## config.mk

```make
export PLATFORM = sky130hd
export DESIGN_NAME = fm_quadrature_discriminator_unit_flat
export DESIGN_NICKNAME = d
export VERILOG_FILES = /design/src/design/fmqd_pkg.sv /design/src/design/fmqd_if.sv /design/src/design/fm_quadrature_discriminator_unit.sv /design/src/flat_wrapper.sv
export SDC_FILE = /design/constraint.sdc
export NUM_CORES = 2
export LEC_CHECK = 0
export BUFFER_PORTS_ARGS = -buffer_cell sky130_fd_sc_hd__buf_2
export CAP_MARGIN = 20
export CORE_MARGIN = 2
export CORE_UTILIZATION = 40
export DETAILED_ROUTE_END_ITERATION = 8
export PLACE_DENSITY_LB_ADDON = 0.25
export SLEW_MARGIN = 20
export SYNTH_ARGS = -nofsm -noshare
export SYNTH_HDL_FRONTEND = slang
export SYNTH_SLANG_ARGS = --single-unit
```

## constraint.sdc

```tcl
create_clock -name clk_i -period 8.8 [get_ports clk_i]
set_input_delay 0.44 -clock clk_i [delete_from_list [all_inputs] [get_ports clk_i]]
set_output_delay 0.44 -clock clk_i [all_outputs]
set_load 0.02 [all_outputs]
```

## src/design/fmqd_pkg.sv

```systemverilog
// fmqd_pkg: shared constants, microcode types and control store of the fm discriminator
`default_nettype none

package fmqd_pkg;

  // fixed field and datapath widths
  localparam int GAIN_W    = 16;
  localparam int OUT_W     = 16;
  localparam int GAIN_RST  = 410;
  localparam int DQW       = 23;  // ratio d, signed q6.16
  localparam int SUMW      = 21;  // c1 + rnd(d*c2)
  localparam int DENW      = 24;  // denominator, unsigned q16
  localparam int TW        = 20;  // angle t, signed q16
  localparam int QW        = 23;  // raw quotient bits
  localparam int FRAC_BITS = 17;  // fraction bits before final rounding
  localparam int INTW      = QW - FRAC_BITS;
  localparam int CNTW      = 5;
  localparam int RATIO_SH  = 5;   // ratio limit of 32
  localparam int RND_SH    = 16;

  // product slices that carry each multiply
  localparam int DC_PW = 38;  // d * c2
  localparam int DS_PW = 44;  // d * sum
  localparam int TG_PW = 37;  // t * gain

  localparam int K_C0      = 64500;
  localparam int K_C1      = 6127;
  localparam int K_C2      = 12816;
  localparam int K_HALF_PI = 102944;
  localparam int Q16_ONE   = 65536;
  localparam int RATIO_MIN = -(32 * 65536);
  localparam int OUT_MAX   = 32767;
  localparam int OUT_MIN   = -32768;

  typedef logic [4:0] step_t;

  typedef enum logic [1:0] {MA_LI, MA_LQ, MA_D, MA_T} mula_e;
  typedef enum logic [2:0] {MB_CI, MB_CQ, MB_C2, MB_SUM, MB_GAIN} mulb_e;
  typedef enum logic [1:0] {ACC_HOLD, ACC_LOAD, ACC_ADD, ACC_SUB} acc_e;
  typedef enum logic [3:0] {
    ACT_NONE, ACT_ACCEPT, ACT_SAVE_RE, ACT_SHIFT, ACT_OCTANT, ACT_DIV_STEP,
    ACT_SAVE_D, ACT_SUM, ACT_DEN, ACT_SAVE_T, ACT_OUTPUT
  } act_e;
  typedef enum logic [2:0] {
    JMP_NEXT, JMP_ALWAYS, JMP_IDLE, JMP_NODIV, JMP_DIV_LOOP, JMP_OUT_FULL
  } jmp_e;

  typedef struct packed {
    logic  mul_en;
    mula_e mul_a;
    mulb_e mul_b;
    acc_e  acc;
    act_e  act;
    jmp_e  jmp;
    step_t tgt;
  } ctrl_t;

  // program steps
  localparam step_t ST_WAIT   = 5'd0;
  localparam step_t ST_RE_A   = 5'd1;
  localparam step_t ST_RE_B   = 5'd2;
  localparam step_t ST_IM_A   = 5'd3;
  localparam step_t ST_IM_B   = 5'd4;
  localparam step_t ST_IM_SUM = 5'd5;
  localparam step_t ST_OCT    = 5'd6;
  localparam step_t ST_DIV1   = 5'd7;
  localparam step_t ST_SAVE_D = 5'd8;
  localparam step_t ST_DC     = 5'd9;
  localparam step_t ST_SUM    = 5'd10;
  localparam step_t ST_DS     = 5'd11;
  localparam step_t ST_DEN    = 5'd12;
  localparam step_t ST_DIV2   = 5'd13;
  localparam step_t ST_SAVE_T = 5'd14;
  localparam step_t ST_TG     = 5'd15;
  localparam step_t ST_OUT    = 5'd16;
  localparam step_t ST_RET    = 5'd17;

  localparam ctrl_t CW_NOP = '{1'b0, MA_LI, MB_CI, ACC_HOLD, ACT_NONE, JMP_NEXT, ST_WAIT};

  // control store
  function automatic ctrl_t ucode(input step_t pc);
    ctrl_t c;
    c = CW_NOP;
    case (pc)
      ST_WAIT:   c = '{1'b0, MA_LI, MB_CI, ACC_HOLD, ACT_ACCEPT, JMP_IDLE, ST_WAIT};
      ST_RE_A:   c = '{1'b1, MA_LI, MB_CI, ACC_HOLD, ACT_NONE, JMP_NEXT, ST_WAIT};
      ST_RE_B:   c = '{1'b1, MA_LQ, MB_CQ, ACC_LOAD, ACT_NONE, JMP_NEXT, ST_WAIT};
      ST_IM_A:   c = '{1'b1, MA_LI, MB_CQ, ACC_ADD, ACT_NONE, JMP_NEXT, ST_WAIT};
      ST_IM_B:   c = '{1'b1, MA_LQ, MB_CI, ACC_LOAD, ACT_SAVE_RE, JMP_NEXT, ST_WAIT};
      ST_IM_SUM: c = '{1'b0, MA_LI, MB_CI, ACC_SUB, ACT_SHIFT, JMP_NEXT, ST_WAIT};
      ST_OCT:    c = '{1'b0, MA_LI, MB_CI, ACC_HOLD, ACT_OCTANT, JMP_NODIV, ST_DC};
      ST_DIV1:   c = '{1'b0, MA_LI, MB_CI, ACC_HOLD, ACT_DIV_STEP, JMP_DIV_LOOP, ST_DIV1};
      ST_SAVE_D: c = '{1'b0, MA_LI, MB_CI, ACC_HOLD, ACT_SAVE_D, JMP_NEXT, ST_WAIT};
      ST_DC:     c = '{1'b1, MA_D, MB_C2, ACC_HOLD, ACT_NONE, JMP_NEXT, ST_WAIT};
      ST_SUM:    c = '{1'b0, MA_LI, MB_CI, ACC_HOLD, ACT_SUM, JMP_NEXT, ST_WAIT};
      ST_DS:     c = '{1'b1, MA_D, MB_SUM, ACC_HOLD, ACT_NONE, JMP_NEXT, ST_WAIT};
      ST_DEN:    c = '{1'b0, MA_LI, MB_CI, ACC_HOLD, ACT_DEN, JMP_NEXT, ST_WAIT};
      ST_DIV2:   c = '{1'b0, MA_LI, MB_CI, ACC_HOLD, ACT_DIV_STEP, JMP_DIV_LOOP, ST_DIV2};
      ST_SAVE_T: c = '{1'b0, MA_LI, MB_CI, ACC_HOLD, ACT_SAVE_T, JMP_NEXT, ST_WAIT};
      ST_TG:     c = '{1'b1, MA_T, MB_GAIN, ACC_HOLD, ACT_NONE, JMP_NEXT, ST_WAIT};
      ST_OUT:    c = '{1'b0, MA_T, MB_GAIN, ACC_HOLD, ACT_OUTPUT, JMP_OUT_FULL, ST_OUT};
      ST_RET:    c = '{1'b0, MA_LI, MB_CI, ACC_HOLD, ACT_NONE, JMP_ALWAYS, ST_WAIT};
      default:   c = '{1'b0, MA_LI, MB_CI, ACC_HOLD, ACT_NONE, JMP_ALWAYS, ST_WAIT};
    endcase
    return c;
  endfunction

endpackage

`default_nettype wire

```

## src/design/fmqd_if.sv

```systemverilog
// fmqd_if: valid/ready channel interfaces for iq samples in and frequency samples out
`default_nettype none

interface fmqd_in_if #(
  parameter int SAMPLE_WIDTH = 16
) ();
  logic                           valid;
  logic                           ready;
  logic signed [SAMPLE_WIDTH-1:0] sample_i;
  logic signed [SAMPLE_WIDTH-1:0] sample_q;

  modport source (output valid, output sample_i, output sample_q, input ready);
  modport sink   (input valid, input sample_i, input sample_q, output ready);
endinterface

interface fmqd_out_if import fmqd_pkg::*; ();
  logic                    valid;
  logic                    ready;
  logic signed [OUT_W-1:0] freq_sample;
  logic                    saturated;

  modport source (output valid, output freq_sample, output saturated, input ready);
  modport sink   (input valid, input freq_sample, input saturated, output ready);
endinterface

`default_nettype wire

```

## src/design/fm_quadrature_discriminator_unit.sv

```systemverilog
// fm_quadrature_discriminator_unit: microcoded fm discriminator, conjugate product and arctan
//
// usage
//   samp_i carries one signed iq sample per transaction (valid/ready, taken on a clock
//   edge where both are high). freq_o returns exactly one transaction per input: the
//   signed q3.12 frequency sample and a flag that is set when the ratio or the output
//   was clipped. cfg_we_i/cfg_wdata_i write the unsigned q4.12 gain, one write per edge;
//   write it only while no sample is in flight.
//   a small sequencer walks a fixed program: four products on one shared multiplier,
//   an octant choice, a restoring divider that retires one quotient bit per cycle,
//   the rational arctan with two more products, a second division and the gain
//   product. the first division is skipped for equal parts or a clipped ratio.
//   a new sample is taken only at the wait step, so the sequencer finishes one
//   sample before it accepts the next.
//   the output register lets the next sample be accepted while a result waits; if the
//   receiver still holds off when the next result is ready, the sequencer waits.
//   reset clears the stored previous sample to zero, the gain to 410 and drops any
//   pending result.
`default_nettype none

module fm_quadrature_discriminator_unit import fmqd_pkg::*; #(
  parameter int SAMPLE_WIDTH = 16
) (
  input  logic              clk_i,
  input  logic              rst_ni,
  fmqd_in_if.sink           samp_i,
  fmqd_out_if.source        freq_o,
  input  logic              cfg_we_i,
  input  logic [GAIN_W-1:0] cfg_wdata_i
);

  localparam int SW    = SAMPLE_WIDTH;
  localparam int MulW  = (SW > DQW) ? SW : DQW;
  localparam int ProdW = 2 * MulW;
  localparam int AccW  = 2 * SW + 1;
  localparam int MagW  = 2 * SW;
  localparam int DW    = (MagW > DENW + 1) ? MagW : DENW + 1;

  localparam logic signed [DC_PW-1:0] DC_HALF = DC_PW'(1 << (RND_SH - 1));
  localparam logic signed [DS_PW-1:0] DS_HALF = DS_PW'(1 << (RND_SH - 1));
  localparam logic signed [TG_PW:0]   TG_HALF = (TG_PW + 1)'(1 << (RND_SH - 1));
  localparam logic signed [TG_PW:0]   Y_MAX   = (TG_PW + 1)'(OUT_MAX);
  localparam logic signed [TG_PW:0]   Y_MIN   = (TG_PW + 1)'(OUT_MIN);
  localparam logic signed [DS_PW-1:0] DEN_MIN = DS_PW'(1);

  // sequencer
  step_t pc_q, pc_d;
  ctrl_t cw;
  logic  accept;
  logic  jump;

  // sample and config state
  logic signed [SW-1:0] last_i_q, last_q_q, cur_i_q, cur_q_q;
  logic [GAIN_W-1:0]    gain_q;

  // datapath
  logic signed [MulW-1:0]  mul_a, mul_b;
  logic signed [ProdW-1:0] prod_q;
  logic signed [AccW-1:0]  acc_q, acc_prod, re_q;
  logic signed [DQW-1:0]   d_q;
  logic signed [SUMW-1:0]  sum_q;
  logic signed [TW-1:0]    t_q;
  logic                    ang_q, neg_q, sat_q, div_neg_q;

  // serial divider
  logic [DW-1:0]   rem_q, dvsr_q;
  logic [INTW-1:0] nbits_q;
  logic [QW-1:0]   quo_q;
  logic [CNTW-1:0] cnt_q;

  // output register
  logic                    out_valid_q;
  logic signed [OUT_W-1:0] freq_q;
  logic                    osat_q;

  assign cw            = ucode(pc_q);
  assign samp_i.ready  = (cw.act == ACT_ACCEPT);
  assign accept        = samp_i.valid && samp_i.ready;
  assign freq_o.valid       = out_valid_q;
  assign freq_o.freq_sample = freq_q;
  assign freq_o.saturated   = osat_q;

  // multiplier operand select
  always_comb begin
    case (cw.mul_a)
      MA_LI:   mul_a = MulW'(last_i_q);
      MA_LQ:   mul_a = MulW'(last_q_q);
      MA_D:    mul_a = MulW'(d_q);
      MA_T:    mul_a = MulW'(t_q);
      default: mul_a = '0;
    endcase
    case (cw.mul_b)
      MB_CI:   mul_b = MulW'(cur_i_q);
      MB_CQ:   mul_b = MulW'(cur_q_q);
      MB_C2:   mul_b = MulW'(K_C2);
      MB_SUM:  mul_b = MulW'(sum_q);
      MB_GAIN: mul_b = MulW'($signed({1'b0, gain_q}));
      default: mul_b = '0;
    endcase
  end

  // sample products fit in 2*SW bits
  assign acc_prod = {prod_q[MagW-1], prod_q[MagW-1:0]};

  // octant choice on re and im
  logic signed [AccW-1:0] im_abs, re_abs;
  logic [MagW-1:0]        im_mag, re_mag;
  logic [MagW+RATIO_SH-1:0] im_x32;
  logic                   oct_nodiv, oct_ang, oct_neg, oct_sat, oct_dneg;
  logic signed [DQW-1:0]  oct_d;
  logic [MagW-1:0]        oct_a, oct_b;

  always_comb begin
    im_abs    = acc_q[AccW-1] ? -acc_q : acc_q;
    re_abs    = re_q[AccW-1] ? -re_q : re_q;
    im_mag    = im_abs[MagW-1:0];
    re_mag    = re_abs[MagW-1:0];
    im_x32    = {im_mag, {RATIO_SH{1'b0}}};
    oct_nodiv = 1'b0;
    oct_ang   = 1'b0;
    oct_neg   = acc_q[AccW-1];
    oct_sat   = 1'b0;
    oct_dneg  = 1'b0;
    oct_d     = DQW'(Q16_ONE);
    oct_a     = im_mag;
    oct_b     = re_mag;
    if (re_q == im_abs) begin
      oct_nodiv = 1'b1;
    end else if (re_q > im_abs) begin
      oct_a = im_mag;
      oct_b = re_mag;
    end else begin
      oct_ang = 1'b1;
      oct_neg = !acc_q[AccW-1];
      oct_a   = re_mag;
      oct_b   = im_mag;
      if (re_q[AccW-1]) begin
        oct_dneg = 1'b1;
        // ratio below -32, also a zero divisor
        if ({{RATIO_SH{1'b0}}, re_mag} > im_x32) begin
          oct_sat   = 1'b1;
          oct_nodiv = 1'b1;
          oct_d     = DQW'(RATIO_MIN);
        end
      end
    end
  end

  // divider step and load
  logic [DW:0]     trial, diff;
  logic            ge;
  logic [QW:0]     q_inc;
  logic signed [DQW-1:0] q_s, f_s;
  logic [DQW-1:0]  d_mag;
  logic            div_load;
  logic [DW-1:0]   div_a, div_b;
  logic            div_neg_d;

  // arctan arithmetic on the product register
  logic signed [DC_PW-1:0] p_dc, r_dc;
  logic signed [DS_PW-1:0] p_ds, r_ds, den_full;
  logic [DENW-1:0]         den_v;
  logic signed [TG_PW:0]   p_tg, y_full;
  logic signed [OUT_W-1:0] y_v;
  logic                    y_clip;

  always_comb begin
    trial = {rem_q, nbits_q[INTW-1]};
    diff  = trial - {1'b0, dvsr_q};
    ge    = (trial >= {1'b0, dvsr_q});
    q_inc = {1'b0, quo_q} + {{QW{1'b0}}, 1'b1};
    q_s   = q_inc[QW:1];
    f_s   = div_neg_q ? -q_s : q_s;
    d_mag = d_q[DQW-1] ? DQW'(-d_q) : DQW'(d_q);

    p_dc = prod_q[DC_PW-1:0];
    r_dc = (p_dc + DC_HALF) >>> RND_SH;
    p_ds = prod_q[DS_PW-1:0];
    r_ds = (p_ds + DS_HALF) >>> RND_SH;
    den_full = r_ds + DS_PW'(K_C0);
    if (den_full < DEN_MIN) begin
      den_full = DEN_MIN;
    end
    den_v = den_full[DENW-1:0];

    p_tg = (TG_PW + 1)'($signed(prod_q[TG_PW-1:0]));
    if (neg_q) begin
      p_tg = -p_tg;
    end
    y_full = (p_tg + TG_HALF) >>> RND_SH;
    y_clip = 1'b1;
    if (y_full > Y_MAX) begin
      y_v = OUT_W'(OUT_MAX);
    end else if (y_full < Y_MIN) begin
      y_v = OUT_W'(OUT_MIN);
    end else begin
      y_v    = y_full[OUT_W-1:0];
      y_clip = 1'b0;
    end

    div_load  = 1'b0;
    div_a     = DW'(oct_a);
    div_b     = DW'(oct_b);
    div_neg_d = oct_dneg;
    if (cw.act == ACT_OCTANT) begin
      div_load = 1'b1;
    end else if (cw.act == ACT_DEN) begin
      div_load  = 1'b1;
      div_a     = DW'(d_mag);
      div_b     = DW'(den_v);
      div_neg_d = d_q[DQW-1];
    end
  end

  // next step
  always_comb begin
    case (cw.jmp)
      JMP_NEXT:     jump = 1'b0;
      JMP_ALWAYS:   jump = 1'b1;
      JMP_IDLE:     jump = !accept;
      JMP_NODIV:    jump = oct_nodiv;
      JMP_DIV_LOOP: jump = (cnt_q != '0);
      JMP_OUT_FULL: jump = out_valid_q && !freq_o.ready;
      default:      jump = 1'b1;
    endcase
    pc_d = jump ? cw.tgt : step_t'(pc_q + step_t'(1));
  end

  // control state, stored sample, gain and output valid
  always_ff @(posedge clk_i or negedge rst_ni) begin
    if (!rst_ni) begin
      pc_q        <= ST_WAIT;
      last_i_q    <= '0;
      last_q_q    <= '0;
      gain_q      <= GAIN_W'(GAIN_RST);
      out_valid_q <= 1'b0;
    end else begin
      pc_q <= pc_d;
      if (cfg_we_i) begin
        gain_q <= cfg_wdata_i;
      end
      if (cw.act == ACT_SHIFT) begin
        last_i_q <= cur_i_q;
        last_q_q <= cur_q_q;
      end
      // a new result takes priority over the drain of the old one
      if (cw.act == ACT_OUTPUT && !(out_valid_q && !freq_o.ready)) begin
        out_valid_q <= 1'b1;
      end else if (freq_o.ready) begin
        out_valid_q <= 1'b0;
      end
    end
  end

  // datapath registers
  always_ff @(posedge clk_i) begin
    if (accept) begin
      cur_i_q <= samp_i.sample_i;
      cur_q_q <= samp_i.sample_q;
    end
    if (cw.mul_en) begin
      prod_q <= mul_a * mul_b;
    end
    case (cw.acc)
      ACC_HOLD: acc_q <= acc_q;
      ACC_LOAD: acc_q <= acc_prod;
      ACC_ADD:  acc_q <= acc_q + acc_prod;
      ACC_SUB:  acc_q <= acc_q - acc_prod;
      default:  acc_q <= acc_q;
    endcase
    if (cw.act == ACT_SAVE_RE) begin
      re_q <= acc_q;
    end
    if (cw.act == ACT_OCTANT) begin
      d_q   <= oct_d;
      ang_q <= oct_ang;
      neg_q <= oct_neg;
      sat_q <= oct_sat;
    end
    if (div_load) begin
      rem_q     <= div_a >> INTW;
      nbits_q   <= div_a[INTW-1:0];
      dvsr_q    <= div_b;
      quo_q     <= '0;
      cnt_q     <= CNTW'(QW - 1);
      div_neg_q <= div_neg_d;
    end else if (cw.act == ACT_DIV_STEP) begin
      rem_q   <= ge ? diff[DW-1:0] : trial[DW-1:0];
      nbits_q <= {nbits_q[INTW-2:0], 1'b0};
      quo_q   <= {quo_q[QW-2:0], ge};
      cnt_q   <= cnt_q - CNTW'(1);
    end
    if (cw.act == ACT_SAVE_D) begin
      d_q <= f_s;
    end
    if (cw.act == ACT_SUM) begin
      sum_q <= SUMW'(r_dc) + SUMW'(K_C1);
    end
    if (cw.act == ACT_SAVE_T) begin
      t_q <= TW'(f_s) - (ang_q ? TW'(K_HALF_PI) : TW'(0));
    end
    if (cw.act == ACT_OUTPUT && !(out_valid_q && !freq_o.ready)) begin
      freq_q <= y_v;
      osat_q <= sat_q || y_clip;
    end
  end

  // checks
  a_div_rem_below: assert property (@(posedge clk_i) disable iff (!rst_ni)
    (cw.act == ACT_DIV_STEP) |-> (rem_q < dvsr_q))
    else $error("divider remainder not below divisor");

  a_accept_starts: assert property (@(posedge clk_i) disable iff (!rst_ni)
    accept |=> (pc_q == ST_RE_A))
    else $error("sequencer did not start after an accepted sample");

  a_result_from_out: assert property (@(posedge clk_i) disable iff (!rst_ni)
    $rose(out_valid_q) |-> ($past(pc_q) == ST_OUT))
    else $error("result raised outside the output step");

  a_hold_stalled: assert property (@(posedge clk_i) disable iff (!rst_ni)
    (cw.act == ACT_OUTPUT && out_valid_q && !freq_o.ready) |=>
      (pc_q == ST_OUT) && $stable(freq_q) && $stable(osat_q))
    else $error("pending result overwritten");

  a_ratio_range: assert property (@(posedge clk_i) disable iff (!rst_ni)
    $past(cw.act == ACT_SAVE_D) |->
      ((d_q <= DQW'(Q16_ONE)) && (d_q >= DQW'(RATIO_MIN))))
    else $error("ratio out of range");

endmodule

`default_nettype wire

```

## src/flat_wrapper.sv

```systemverilog
// flat-port wrapper written by rule: the top's interface ports become plain ports
module fm_quadrature_discriminator_unit_flat import fmqd_pkg::*;
#(
  parameter int SAMPLE_WIDTH = 16
)
  (clk_i, rst_ni, cfg_we_i, cfg_wdata_i, samp_i_valid, samp_i_sample_i, samp_i_sample_q, samp_i_ready, freq_o_valid, freq_o_freq_sample, freq_o_saturated, freq_o_ready);
  fmqd_in_if #(.SAMPLE_WIDTH(SAMPLE_WIDTH)) samp_i_i ();
  fmqd_out_if freq_o_i ();
  input  logic clk_i;
  input  logic rst_ni;
  input  logic cfg_we_i;
  input  logic [GAIN_W-1:0] cfg_wdata_i;
  input wire logic [$bits(samp_i_i.valid)-1:0] samp_i_valid;
  input wire logic [$bits(samp_i_i.sample_i)-1:0] samp_i_sample_i;
  input wire logic [$bits(samp_i_i.sample_q)-1:0] samp_i_sample_q;
  output wire logic [$bits(samp_i_i.ready)-1:0] samp_i_ready;
  output wire logic [$bits(freq_o_i.valid)-1:0] freq_o_valid;
  output wire logic [$bits(freq_o_i.freq_sample)-1:0] freq_o_freq_sample;
  output wire logic [$bits(freq_o_i.saturated)-1:0] freq_o_saturated;
  input wire logic [$bits(freq_o_i.ready)-1:0] freq_o_ready;
  assign samp_i_i.valid = samp_i_valid;
  assign samp_i_i.sample_i = samp_i_sample_i;
  assign samp_i_i.sample_q = samp_i_sample_q;
  assign samp_i_ready = samp_i_i.ready;
  assign freq_o_valid = freq_o_i.valid;
  assign freq_o_freq_sample = freq_o_i.freq_sample;
  assign freq_o_saturated = freq_o_i.saturated;
  assign freq_o_i.ready = freq_o_ready;
  fm_quadrature_discriminator_unit #(.SAMPLE_WIDTH(SAMPLE_WIDTH)) u_core (.clk_i(clk_i), .rst_ni(rst_ni), .samp_i(samp_i_i), .freq_o(freq_o_i), .cfg_we_i(cfg_we_i), .cfg_wdata_i(cfg_wdata_i));
endmodule
```

## After elaboration in Yosys (flattened, before gate mapping)

Memories as Yosys holds them, arrays and structs flattened.
Index checks and enable logic that the tools add are counted.

| storage, ports and cells | value |
|---|---|
| register bits | 379 |
| memories kept | 1 |
| input port bits | 53 |
| memory bits (read-only) | 640 |
| output and inout bits | 19 |
| word-level logic and storage cells | 141 |

| cells by class | value |
|---|---|
| $lt $le $gt $ge | 6 |
| equal/unequal tests | 25 |
| reductions and logical operators | 16 |
| multipliers | 1 |
| muxes and demuxes | 50 |
| add/subtract/negate cells | 17 |

Memories:

| memory | depth | bits a word | rd ports | clocked after Yosys merged registers in | write ports | RTL line | text |
|---|---|---|---|---|---|---|---|
| (no name shown) | 32 | 20 | 1 | 0 | 0 | fmqd_pkg.sv:84 | `case (pc)` |

Operator list:

| operator | number |
|---|---|
| 32-bit 2-to-1 mux | 10 |
| 23-bit 2-to-1 mux | 8 |
| 23-bit one-hot mux with 5 select lines | 1 |
| 33-bit one-hot mux with 3 select lines | 1 |
| 23-bit one-hot mux with 4 select lines | 1 |
| 26-bit 2-to-1 mux | 2 |
| 23-bit negation | 2 |
| 44-bit by 17-bit adder with 44-bit output (second input constant) | 1 |
| 23-bit by 23-bit multiplier with 44-bit output | 1 |
| 38-bit by 17-bit adder with 38-bit output (second input constant) | 1 |
| 38-bit 2-to-1 mux | 1 |
| 37-bit negation with 38-bit output | 1 |
| 37-bit by 17-bit adder with 37-bit output (second input constant) | 1 |
| 32-bit by 37-bit greater-than comparator with 1-bit output | 1 |
| 33-bit by 32-bit adder with 33-bit output | 1 |
| 33-bit == test | 1 |
| 33-bit by 32-bit greater-or-equal comparator with 1-bit output | 1 |
| 33-bit greater-than comparator | 1 |
| 33-bit 2-to-1 mux | 1 |
| 33-bit negation | 1 |
| 33-bit by 32-bit subtractor with 33-bit output | 1 |
| 32-bit negation | 1 |
| 32-bit subtractor | 1 |
| 28-bit by 17-bit adder with 29-bit output (second input constant) | 1 |
| 31 further kinds | 73 |

## Depth between registers and ports, before layout

| logic depth | value |
|---|---|
| depth in word-level cells | 9 |
| mapped depth | 38 |
| mapped depth without buffers | 35 |

## Worst setup path before layout

OpenSTA, ideal clock, no wires.

| timing path | value |
|---|---|
| path kind | register to register |
| start point | register u_core.pc_q[0] |
| end point | register u_core.prod_q[41], data pin |
| arrival time | 9.421 ns |
| setup time | 0.265 ns |
| path buffers | 4 |
| period minus slack after synthesis | 9.686 ns |
| required time | 8.535 ns |
| setup slack | -0.886 ns |
| stages on the path, launching flop included | 35 |
| cells stage by stage | dfrtp_1 -> inv_1 -> ha_1 -> nor3b_1 -> and2_1 -> a21oi_1 -> o31ai_1 -> clkbuf_1 -> buf_1 -> clkbuf_1 -> mux2i_1 -> clkbuf_1 -> nand2_1 -> fa_1 -> inv_1 -> fa_1 -> inv_1 -> fa_1 -> fa_1 -> inv_1 -> fa_1 -> fa_1 -> inv_1 -> fa_1 -> inv_1 -> ha_1 -> nand3_1 -> nor2_1 -> nand4_1 -> o21ai_0 -> a211oi_1 -> o41ai_1 -> a21boi_0 -> o21ai_0 -> xor2_1 |

| on the way | value |
|---|---|
| longest elaborated chain between the ends | 4 |
| elaborated cells on any way between the ends | 13 |
| those cells by class | 1 x mul; 7 x eq/ne; 2 x mux; 2 x reduce/logical; 1 x memory |

Ends and longest elaborated chain:

| element | RTL line | text |
|---|---|---|
| from (decl) | fm_quadrature_discriminator_unit.sv:47 | `step_t pc_q, pc_d;` |
| from (signal assigned) | fm_quadrature_discriminator_unit.sv:238 | `pc_q <= pc_d;` |
| memory read 32 x 20 bit (*) | - |  |
| 3-bit == test, or another cell as far along | fm_quadrature_discriminator_unit.sv:92 | `case (cw.mul_b)` |
| 23-bit one-hot mux with 5 select lines or 23-bit one-hot mux with 4 select lines (tied branches) | fm_quadrature_discriminator_unit.sv:92, fm_quadrature_discriminator_unit.sv:85 |  |
| 23-bit by 23-bit multiplier with 44-bit output (*) | fm_quadrature_discriminator_unit.sv:262 | `prod_q <= mul_a * mul_b;` |
| to (signal assigned) | fm_quadrature_discriminator_unit.sv:262 |  |
| to (decl) | fm_quadrature_discriminator_unit.sv:58 | `logic signed [ProdW-1:0] prod_q;` |

Every way passes the cells marked *; elsewhere a longest branch is shown, timed or not.
A chain may end at the register's enable or synchronous reset.

## Worst setup path in the final report

| timing path | value |
|---|---|
| start point | register u_core.pc_q[1] |
| end point | register u_core.prod_q[43], data pin |

Same word-level chain as after synthesis.

==> results.yml <==
run_status:
  status: "finished clean"
timing:
  grt_setup_unrepaired: "yes"
  fin_crit_sh: 0.974
  slew_headroom: 0.307
  setup_ws_ns: 0.226
  fin_worst_skew_ns: 0.0441
  fmax_mhz: 117
  period_minus_slack_ns: 8.57
  tns_ns: 0
  setup_viol: 0
  slew_viol_final: 0
  finalHoldViolCount: 0
  tightest_slew_ns: 1.04
place:
  gp_congestion: 0.941
  port_buffers: 71
  place_hpwl_mm: 124
  placement.setup.worst_slack_ns: -0.357
  dp_cells: 6933
floorplanning:
  io_pins: 72
  die_h_um: 347
  start_util: 0.404
  die_w_um: 347
  num_rows: 125
  design.die.area_um2: 120000
  core_um2: 116000
yosys:
  synth_top_area_share: 0.231
  synth_edf_count: 291
  synthArstFlopShare: 0.142
  synth.net_count: 6102
  synth.avg_cell_area_um2: 9.00
  ys_seq_area_frac: 0.229
  syn_area_um2: 47100
  syn_inst: 5230
  yosysUniqueCellTypes: 89
  ys_seq_elements: 379
  synthFlopType: "edfxtp_1"
  synth_area_leaders: "fa_1, edfxtp_1, ha_1"
  synth-warning-count: 0
  synth_top_area_cell: "fa_1"
clock_tree:
  cts_buffers: 45
  cts-root-buf: "clkbuf_16"
  clk-insertion-delay-late_ns: 0.64
  clk_pin_slew_ns: 0.06
  tritoncts: "done"
  clock_path_buffers: 3
  htree_num_levels: 2
  cts_sinks: 379
global_route:
  track_usage: 0.253
  grt_max_degree: 112
  grt_first_pass_wirelength_mm: 234
  first_global_vias: 38700
  grt_antenna_before_repair: 0
  grt_overflow: 0
cells_and_area:
  nFillCells: 11300
  layout.nets: 6406
  area_growth_pct: 15.7
  stdcell_count: 7095
  drive_above_1_share: 0.135
  multi_input_area_um2: 32900
  seq_area_um2: 10800
detailed_routing:
  routedWlPerCell_um: 21.9
  drt_iter0_markers: 3501
  drc_errors: 0
  vias: 39200
  antenna_left: 0
  vias_per_cell: 5.52
  first_pass_iters: 6
  postRouteWirelength_mm: 155
setup_path:
  worstPathArrival_ns: 8.91
  criticalPathCategory: "register to register"
  cp_data_required_time_ns: 9.14
  crit_slowest_cell: "fa_1"
  slowest_delay_ns: 0.58
  reg2reg_slack_ns: 0.23
  cp_common_cell: "fa_1"
  r2r_cells: 36
  critPathLaunchType: "register"
  end_kind: "register"
  critPathMaxFanout: 8
worst_hold_path:
  whs_path_depth: 1
  worstHoldPathType: "primary input to register"
job:
  max_cap_viol_count: 0
-- cell usage after synthesis, types with 9 or more instances --
cell type  instances
o31ai_1           53
nor3b_1           13
or2_2             12
or3_1             37
nand4_1           50
and3_1            34
o211ai_1          24
dfxtp_1           34
a21oi_1          192
clkbuf_1         195
and4_1            14
o21a_1            35
edfxtp_1         291
nor4b_1            9
or4_1             19
a22oi_1           23
mux2i_1          107
a21boi_0          11
nor2b_1           40
o41ai_1           29
nor3_1            68
a211oi_1          32
dfrtp_1           49
o21ai_0          254
o22ai_1           38
o21bai_1          12
nand2b_1          40
xnor2_1          215
a31oi_1           25
and2_1            38
inv_1            819
nor4_1            39
a211o_1            9
buf_1             18
xor2_1           156
ha_1             277
mux2_2            72
a31o_2            10
fa_1             542
nand2_1          544
a21o_1            72
nand3_1           95
nor2_1           448
-- placed cells by master, fill, tap and decap left out, drive strengths merged, types with 35 or more instances in the layout --
cell and n:
xnor2 215, ha 277, buf 447, clkbuf 62, edfxtp 291, mux2i 107
o22ai 38, nand2b 40, o21a 35, mux2 72, a21o 72, xor2 156
nand4 50, o31ai 53, nor3 70, o21ai 258, dfrtp 49, inv 823
nor2 448, a21oi 192, nor2b 40, nor4 40, nand2 544, or3 38
fa 542, nand3 95, and2 41
-- worst max-delay path: cells and delay by family, from the launching register on --
| family | cells | cell delay, ns |
|---|---|---|
| adders and majority gates | 8 | 3.90 |
| xor gates and xnor gates | 1 | 0.11 |
| buffers and inverters | 13 | 1.53 |
| and+or+nand+nor | 6 | 0.97 |
| AOI/OAI and AO/OA | 8 | 1.35 |
| DFF | 1 | 0.40 |
-- cell families (layout without fill, tap and decap cells) --
kind of cell    count (synthesis)  after routing  share of synthesized area
flops                         379            379                      0.229
buf+inv                      1051           1391                     0.0846
simple gates                 1520           1520                      0.148
mux                           179            179                     0.0400
other cells                     0              1                          0
xor+xnor                      371            371                     0.0691
compound gates                911            911                      0.125
fa+ha+maj                     819            819                      0.304
-- metrics by stage --
stage / instance area [um^2] / utilization / hold WS [ns]
after floorplan: 47100 / - / 0.144
after global placement: 51400 / 0.442 / 0.473
after detailed placement: 51400 / 0.442 / 0.485
after CTS: 53200 / 0.458 / 0.000629
after global routing: 54400 / 0.468 / 0.000836
final: 54400 / 0.468 / 0.0115
-- flip-flops by register name (all words and copies together), names as in the netlist, 6 cells and up --
name	flops
u_core.acc_q	33
u_core.cur_i_q	16
u_core.cur_q_q	16
u_core.d_q	23
u_core.dvsr_q	32
u_core.freq_o.freq_sample	16
u_core.gain_q	16
u_core.last_i_q	16
u_core.last_q_q	16
u_core.nbits_q	6
u_core.prod_q	44
u_core.quo_q	23
u_core.re_q	33
u_core.rem_q	32
u_core.sum_q	21
u_core.t_q	20
-- cell type report --
class / instances / share of cell area
multi-input combinational: 3800 / 0.605
sequential: 379 / 0.198
timing repair buffer: 485 / 0.0774
inverter: 823 / 0.0568
tap: 1524 / 0.0350
clock buffer: 53 / 0.0214
clock inverter: 30 / 0.00625
antenna: 1 / 0.0000460
-- per-layer routing --
metal  up-vias  GRT usage  part of all wire
met5         -          0                 0
met4         0     0.0803             0.033
met3       250     0.0321             0.067
met2      1275      0.422              0.48
met1     19600      0.340              0.42
li1      18000          -                 -
-- repair_timing --
item | 4_1_cts | 5_1_grt
hold endpoints to repair | 77 | 0
setup buffers | 0 | 36
resized for setup | 19 | 134
gates cloned | 0 | 11
pin swaps | 1 | 34
hold buffers | 29 | 0
endpoints found under the setup margin | 12 | 17
-- final timing paths --
kind | from | to
max | u_core.pc_q[1]$_DFF_PN0_ | u_core.prod_q[43]$_DFFE_PP_
min | samp_i_sample_i[11] | u_core.cur_i_q[11]$_DFFE_PP_
max reg2reg | u_core.pc_q[1]$_DFF_PN0_ | u_core.prod_q[43]$_DFFE_PP_
min reg2reg | u_core.quo_q[22]$_SDFFE_PN0N_ | u_core.quo_q[22]$_SDFFE_PN0N_
max in group asynchronous | rst_ni | u_core.gain_q[13]$_DFFE_PN0P_
min in group asynchronous | rst_ni | u_core.last_q_q[10]$_DFFE_PN0N_
Power is not shown: default switching activity piles up to over one toggle a cycle in this logic, so the estimate is an artifact.
